--- src/hw/rtl/pdvm_pkg.sv ---
`default_nettype none
// ----------------------------------------------------------------------------
// pdvm_pkg
// Shared types, register indexes and helpers for the perspective divide and
// viewport map block.
// ----------------------------------------------------------------------------
package pdvm_pkg;

  localparam int unsigned FracBitsDef = 16;
  localparam int unsigned DepthFrac   = 16;

  typedef struct packed {
    logic signed [31:0] clip_x;
    logic signed [31:0] clip_y;
    logic signed [31:0] clip_z;
    logic signed [31:0] clip_w;
  } vertex_t;

  typedef struct packed {
    logic signed [31:0] screen_x;
    logic signed [31:0] screen_y;
    logic signed [31:0] depth_out;
    logic signed [31:0] recip_w;
  } result_t;

  typedef enum logic [2:0] {
    RegViewLeft   = 3'd0,
    RegViewTop    = 3'd1,
    RegViewWidth  = 3'd2,
    RegViewHeight = 3'd3,
    RegDepthNear  = 3'd4,
    RegDepthFar   = 3'd5
  } cfg_idx_e;

  function automatic logic signed [31:0] sat32(input logic signed [63:0] v);
    logic signed [31:0] res;
    if (v > 64'sd2147483647) begin
      res = 32'h7FFF_FFFF;
    end else if (v < -64'sd2147483648) begin
      res = 32'h8000_0000;
    end else begin
      res = v[31:0];
    end
    return res;
  endfunction

endpackage
`default_nettype wire

--- src/hw/rtl/pdvm_recip.sv ---
`default_nettype none
// ----------------------------------------------------------------------------
// pdvm_recip
// Pipelined restoring divider for 2^(2F) / d, one quotient bit per stage,
// with a side bus carried along.
// ----------------------------------------------------------------------------
module pdvm_recip
  import pdvm_pkg::*;
#(
  parameter int unsigned FracBits = FracBitsDef,
  parameter int unsigned SideW    = 1
) (
  input  wire logic                  clk_i,
  input  wire logic                  rst_ni,
  input  wire logic                  valid_i,
  input  wire logic [31:0]           divisor_i,
  input  wire logic [SideW-1:0]      side_i,
  output logic                       valid_o,
  output logic [2*FracBits:0]        quot_o,
  output logic [SideW-1:0]           side_o
);

  localparam int unsigned Steps = 2 * FracBits + 1;
  localparam int unsigned RemW  = 33;

  logic [Steps-1:0] vld_q;
  logic [RemW-1:0]  rem_q  [Steps];
  logic [Steps-1:0] quo_q  [Steps];
  logic [31:0]      div_q  [Steps];
  logic [SideW-1:0] side_q [Steps];

  for (genvar s = 0; s < Steps; s++) begin : g_step
    logic             v_in;
    logic [RemW-1:0]  trial;
    logic [Steps-1:0] q_in;
    logic [31:0]      d_in;
    logic [SideW-1:0] x_in;
    logic             ge;

    if (s == 0) begin : g_first
      assign v_in  = valid_i;
      assign trial = RemW'(1);
      assign q_in  = '0;
      assign d_in  = divisor_i;
      assign x_in  = side_i;
    end else begin : g_next
      assign v_in  = vld_q[s-1];
      assign trial = {rem_q[s-1][RemW-2:0], 1'b0};
      assign q_in  = quo_q[s-1];
      assign d_in  = div_q[s-1];
      assign x_in  = side_q[s-1];
    end

    assign ge = trial >= {1'b0, d_in};

    always_ff @(posedge clk_i or negedge rst_ni) begin
      if (!rst_ni) begin
        vld_q[s] <= 1'b0;
      end else begin
        vld_q[s] <= v_in;
      end
    end

    always_ff @(posedge clk_i) begin
      rem_q[s]  <= ge ? (trial - {1'b0, d_in}) : trial;
      quo_q[s]  <= {q_in[Steps-2:0], ge};
      div_q[s]  <= d_in;
      side_q[s] <= x_in;
    end
  end

  assign valid_o = vld_q[Steps-1];
  assign quot_o  = quo_q[Steps-1];
  assign side_o  = side_q[Steps-1];

endmodule
`default_nettype wire

--- config.mk ---
export PLATFORM = sky130hd
export DESIGN_NAME = pdvm_recip
export DESIGN_NICKNAME = d
export VERILOG_FILES = /design/src/hw/rtl/pdvm_pkg.sv /design/src/hw/rtl/pdvm_recip.sv
export SDC_FILE = /design/constraint.sdc
export NUM_CORES = 2
export LEC_CHECK = 0
export BUFFER_PORTS_ARGS = -buffer_cell sky130_fd_sc_hd__buf_2
export CORE_MARGIN = 4
export CORE_UTILIZATION = 45
export CTS_CLUSTER_DIAMETER = 200
export DETAILED_ROUTE_END_ITERATION = 6
export PLACE_DENSITY = 0.69
export SLEW_MARGIN = 0
export SYNTH_ARGS = -nofsm -noshare
export SYNTH_HDL_FRONTEND = slang
export SYNTH_SLANG_ARGS = --single-unit
--- constraint.sdc ---
create_clock -name clk_i -period 6.63 [get_ports clk_i]
set_input_delay 0.663 -clock clk_i [delete_from_list [all_inputs] [get_ports clk_i]]
set_output_delay 0.663 -clock clk_i [all_outputs]
set_load 0.01 [all_outputs]
== Word-level counts from Yosys, hierarchy flattened ==
Memory sizes are Yosys's and may differ from the RTL's.
Index checks and enable logic that the tools add are counted.

* Bits in registers: 33
* RAM bits: 3267
* Input bits: 36
* Output and inout port bits: 35
* Logic and storage cells: 136
* Memories kept: 4

* Add/sub/neg operators: 33
* $lt $le $gt $ge: 33
* Muxes and demuxes: 33

{| class="wikitable"
|+ Memory list
! name !! words !! width !! rd ports !! clocked after memory_dff !! write ports !! line !! source
|-
| quo_q || 33 || 33 || 33 || 0 || 33 || pdvm_recip.sv:28 || <nowiki>logic [Steps-1:0] quo_q [Steps];</nowiki>
|-
| rem_q || 33 || 33 || 32 || 0 || 33 || pdvm_recip.sv:27 || <nowiki>logic [RemW-1:0] rem_q [Steps];</nowiki>
|-
| div_q || 33 || 32 || 32 || 0 || 33 || pdvm_recip.sv:29 || <nowiki>logic [31:0] div_q [Steps];</nowiki>
|-
| side_q || 33 || 1 || 33 || 0 || 33 || pdvm_recip.sv:30 || <nowiki>logic [SideW-1:0] side_q [Steps];</nowiki>
|}

{| class="wikitable"
|+ Operators with widths
! operator !! number
|-
| $mux W33 || 33
|-
| $ge A33 B32 Y1 || 32
|-
| $sub A33 B32 Y33 || 32
|-
| $sub A1 B32 Y33 const A || 1
|-
| $ge A1 B32 Y1 const A || 1
|}

== Depth between registers and ports, before layout ==
An unclocked memory read counts as a cell.

* Depth in word-level cells: 3
* Depth in mapped cells: 18
* Depth with buffers taken out: 15

== Worst setup path after synthesis ==
Ideal clock, no wire load.

* Path type: register -> register
* From: memory div_q[8][1], in the netlist div_q[0][257]
* To: memory rem_q[9][25], in the netlist rem_q[0][322]
* Library setup time: 121 ps
* Arrival time: 3242 ps
* Required time: 6509 ps
* Setup slack: 3267 ps
* Cell stages (with the launch flop): 17
* Buffers on the path: 1
* Period minus slack after synthesis: 3363 ps
* Cell sequence: dfxtp_1 inv_1 ha_1 nor2b_1 o21ai_1 a21boi_1 o22a_1 nand3_1 a21o_1 a21bo_2 o2bb2ai_1 o211a_1 nand2_1 a31oi_1 o31ai_4 buf_4 mux2_2

{| class="wikitable"
|+ RTL lines
! item !! line
|-
| from (decl) || pdvm_recip.sv:29
|-
| to (decl) || pdvm_recip.sv:27
|}

==> summary.md <==
| Metric | Value |
|---|---|
| Max rail drop VDD | `0.322 mV` |
| Startpoint type of the worst setup path | `register` |
| Yosys top cell by area | `dfxtp_1` |
| Final Util | `around 51%` |
| Setup slack on the worst flop-to-flop path | `~2200 ps` |
| Status | `complete, no violations` |
| Arr. time, crit path | `5160 ps` |
| Vias | `83.9k` |
| Mapped cell area | `around 0.12 mm2` |
| Drt wl/cell | `around 16 um` |
| Slew margin rel. | `between 20% and 30%` |
| Drt drc | `0` |
| Critical path class | `reg -> reg` |
| Largest cells by area after synthesis | `dfxtp_1, ha_1, inv_1, o21ai_0, a21oi_1` |
| Clock sinks | `2675` |
| Post-Synthesis Cells | `12.4k` |
| RSZ-0062 raised after global routing | `false` |
| Synthesis Warnings | `0` |
| Max clock buf depth | `4` |
| Top cells by count, synth | `dfxtp_1, inv_1, nand2_1, ha_1, o21ai_0` |
| Fin crit share | `between 60% and 70%` |
| Row count | `186` |
| FF-to-FF Start | `div_q[0][673]` |
| Post-synthesis sequential area ratio | `a little under half` |
| 1st-iter DRT viols | `between 5k and 6k` |
| Leak pwr | `60.4 nW` |
| CTS Buf Count | `between 200 and 300` |
| Core Area | `0.258 mm2` |
| Area Overhead vs Synth | `11.6%` |
| Max_cap viols | `0` |
| Die X | `around 520 um` |
| Effective utilization at floorplan | `45.3%` |
| Nets | `13.6k` |
| Drt first pass iters | `6` |
| Share of the synthesized area in the top cell type | `approximately 45%` |
| Setup Viol. Count Final | `0` |
| Crit path time final | `4440 ps` |
| CTS H-tree depth | `5` |
| HPWL Detailed | `201000 um` |
| Initial antenna violation count | `5` |
| Port Buffers | `70` |
| CP Capture Type | `register` |
| R2r worst-path depth | `14` |
| Post-synth ARST share | `under 10%` |
| Post-synthesis register bit count | `between 2k and 3k` |
| Ys flop type | `dfxtp_1` |
| Die area | `0.268 mm2` |
| Hold Violations, Final | `0` |
| Detailed Route WL | `about 260000 um` |
| EDFF count, synth | `0` |
| Chip height | `517 um` |
| Routability cong. | `approximately 0.9` |
| Clock Skew | `79.0 ps` |
| Vias in the first global route | `79.7k` |
| TNS Setup | `0 ps` |
| Vias per inst | `approximately 5.2` |
| Gr usage total | `19.1%` |
| Clock slew at reported path FFs | `around 60 ps` |
| FF-to-FF End | `rem_q[0][729]` |
| Max Slew Vio Count | `0` |
| Crit Path Max Fanout | `25` |
| Multi-input gate area | `~0.057 mm2` |
| GR Overflow Total | `0` |
| Global-route wire length before repair | `between 400000 and 500000 um` |
| Worst slew pin tran | `1160 ps` |
| Ports | `71` |
| Largest net degree at the start of global routing | `65` |
| Most frequent cell after synthesis | `dfxtp_1` |
| Layout cells sized above 1 | `under 10%` |
| Filler cells | `23.4k` |
| Fmax | `225 MHz` |
| Distinct cell type count after synthesis | `106` |
| Storage cell area | `between 0.05 and 0.06 mm2` |
| Worst hold path type | `in -> reg` |
| CP required | `7350 ps` |
| PwrDens | `566 mW/mm2` |
| Hold depth | `1` |
| Final ANT Viol Nets | `0` |
| CTS tree | `yes` |
| Syn_area_per_cell | `approximately 9.4 um2` |
| Clk_lat worst skew | `900 ps` |
| Worst Setup SP | `div_q[0][673]` |
| Clk root buf | `clkbuf_16` |
| Worst Setup EP | `rem_q[0][729]` |
==> metal layers <==
layer | part of all wire, % | GRT usage (%) | vias to the layer above
li1 | - | - | 42700
met1 | 44 | 23.9 | 38800
met2 | 48 | 33.5 | 1835
met3 | 4.5 | 2.27 | 540
met4 | 3.9 | 7.24 | 0
met5 | 0 | 0 | -
==> placed cells by master (no fill, tap or decap), types with 63 or more instances in the layout <==
| master | n |
|---|---|
| a21o_1 | 529 |
| nand3_1 | 180 |
| o21bai_1 | 111 |
| mux2_2 | 225 |
| inv_1 | 1272 |
| nand2_1 | 1034 |
| nand2b_1 | 163 |
| clkbuf_16 | 285 |
| o21a_1 | 105 |
| o31ai_1 | 78 |
| ha_1 | 1024 |
| a31oi_1 | 88 |
| o21ai_1 | 85 |
| and3_1 | 63 |
| nor2b_1 | 164 |
| dfxtp_1 | 2642 |
| buf_2 | 70 |
| a21oi_1 | 921 |
| nor2_1 | 554 |
| nand4_1 | 164 |
| xor2_1 | 361 |
| o21ai_0 | 929 |
| xnor2_1 | 485 |
| a211oi_1 | 69 |
| nor3_1 | 121 |
==> worst min-delay path by stage <==
| stage | end | startpoint | slack [ps] |
|---|---|---|---|
| 5_1_grt | div_q[0][2] | divisor_i[2] | 50 |
| 3_3_place_gp | quo_q[0][917] | quo_q[0][883] | 310 |
| 6_report | div_q[0][2] | divisor_i[2] | 110 |
| 3_5_place_dp | quo_q[0][766] | quo_q[0][732] | 310 |
| 4_1_cts | div_q[0][2] | divisor_i[2] | 9 |
| 2_1_floorplan | quo_q[0][1000] | quo_q[0][966] | 310 |
==> flip-flops by register name (all words and copies together), names as in the netlist <==
| register | cells |
|---|---|
| side_q | 33 |
| valid_o | 1 |
| g_step.v_in | 32 |
| rem_q | 1024 |
| quo_q | 561 |
| div_q | 1024 |
==> area by class of cell <==
class,instances,area share (%)
Antenna cell,4,0.00768
Clock buffer,374,6.08
Clock inverter,120,1.19
Inverter,1273,3.67
Multi-Input combinational cell,8144,43.9
Sequential cell,2675,41.2
Tap cell,3384,3.25
Timing Repair Buffer,135,0.707
==> critical path, cell delays in order, from the launching register on <==
cell       delay [ps]
dfxtp_1           350
inv_1              60
ha_1              280
nor2b_1           130
o21a_1            190
o21ai_1           270
a21oi_1           160
nor4b_1           430
o221ai_1          250
or4_1             450
o2111a_1          180
o2111ai_1         240
o211a_1           630
buf_4             340
mux2_2            350
==> report_power, final <==
group          switching, W  internal [W]  leakage (nW)
logic                0.0185        0.0148          33.2
registers           0.00308        0.0215          22.6
clock network       0.00643       0.00948          4.60
==> logic make-up after synthesis <==
family | after synthesis | share of synthesized area [%]
flops | 2675 | 46.0
fa+ha+maj | 1055 | 11.5
other cells | 1 | 0.00321
compound gates | 3308 | 17.6
simple gates | 2647 | 10.6
mux | 273 | 2.71
xor+xnor | 846 | 6.35
buf+inv | 1566 | 5.23
==> timing repair <==
action	CTS	global route
hold buffers	33	0
endpoints found under the hold margin	66	0
setup buffers	0	0
resized for setup	0	0
==> metrics by stage <==
step | area, um2 | total power, W | hold WS [ps] | setup slack (ps) | instances
floorplan | 117000 | 0.0501 | 310 | 3270 | 12400
global placement | 120000 | 0.0574 | 310 | 2200 | 15600
detailed placement | 120000 | 0.0577 | 312 | 2210 | 15600
CTS | 130000 | 0.0741 | 8.85 | 2190 | 16100
global route | 130000 | 0.0794 | 46.7 | 1850 | 16100
finish | 130000 | 0.0737 | 111 | 2190 | 16100
Note: power is estimated with default switching activity, not from simulation.
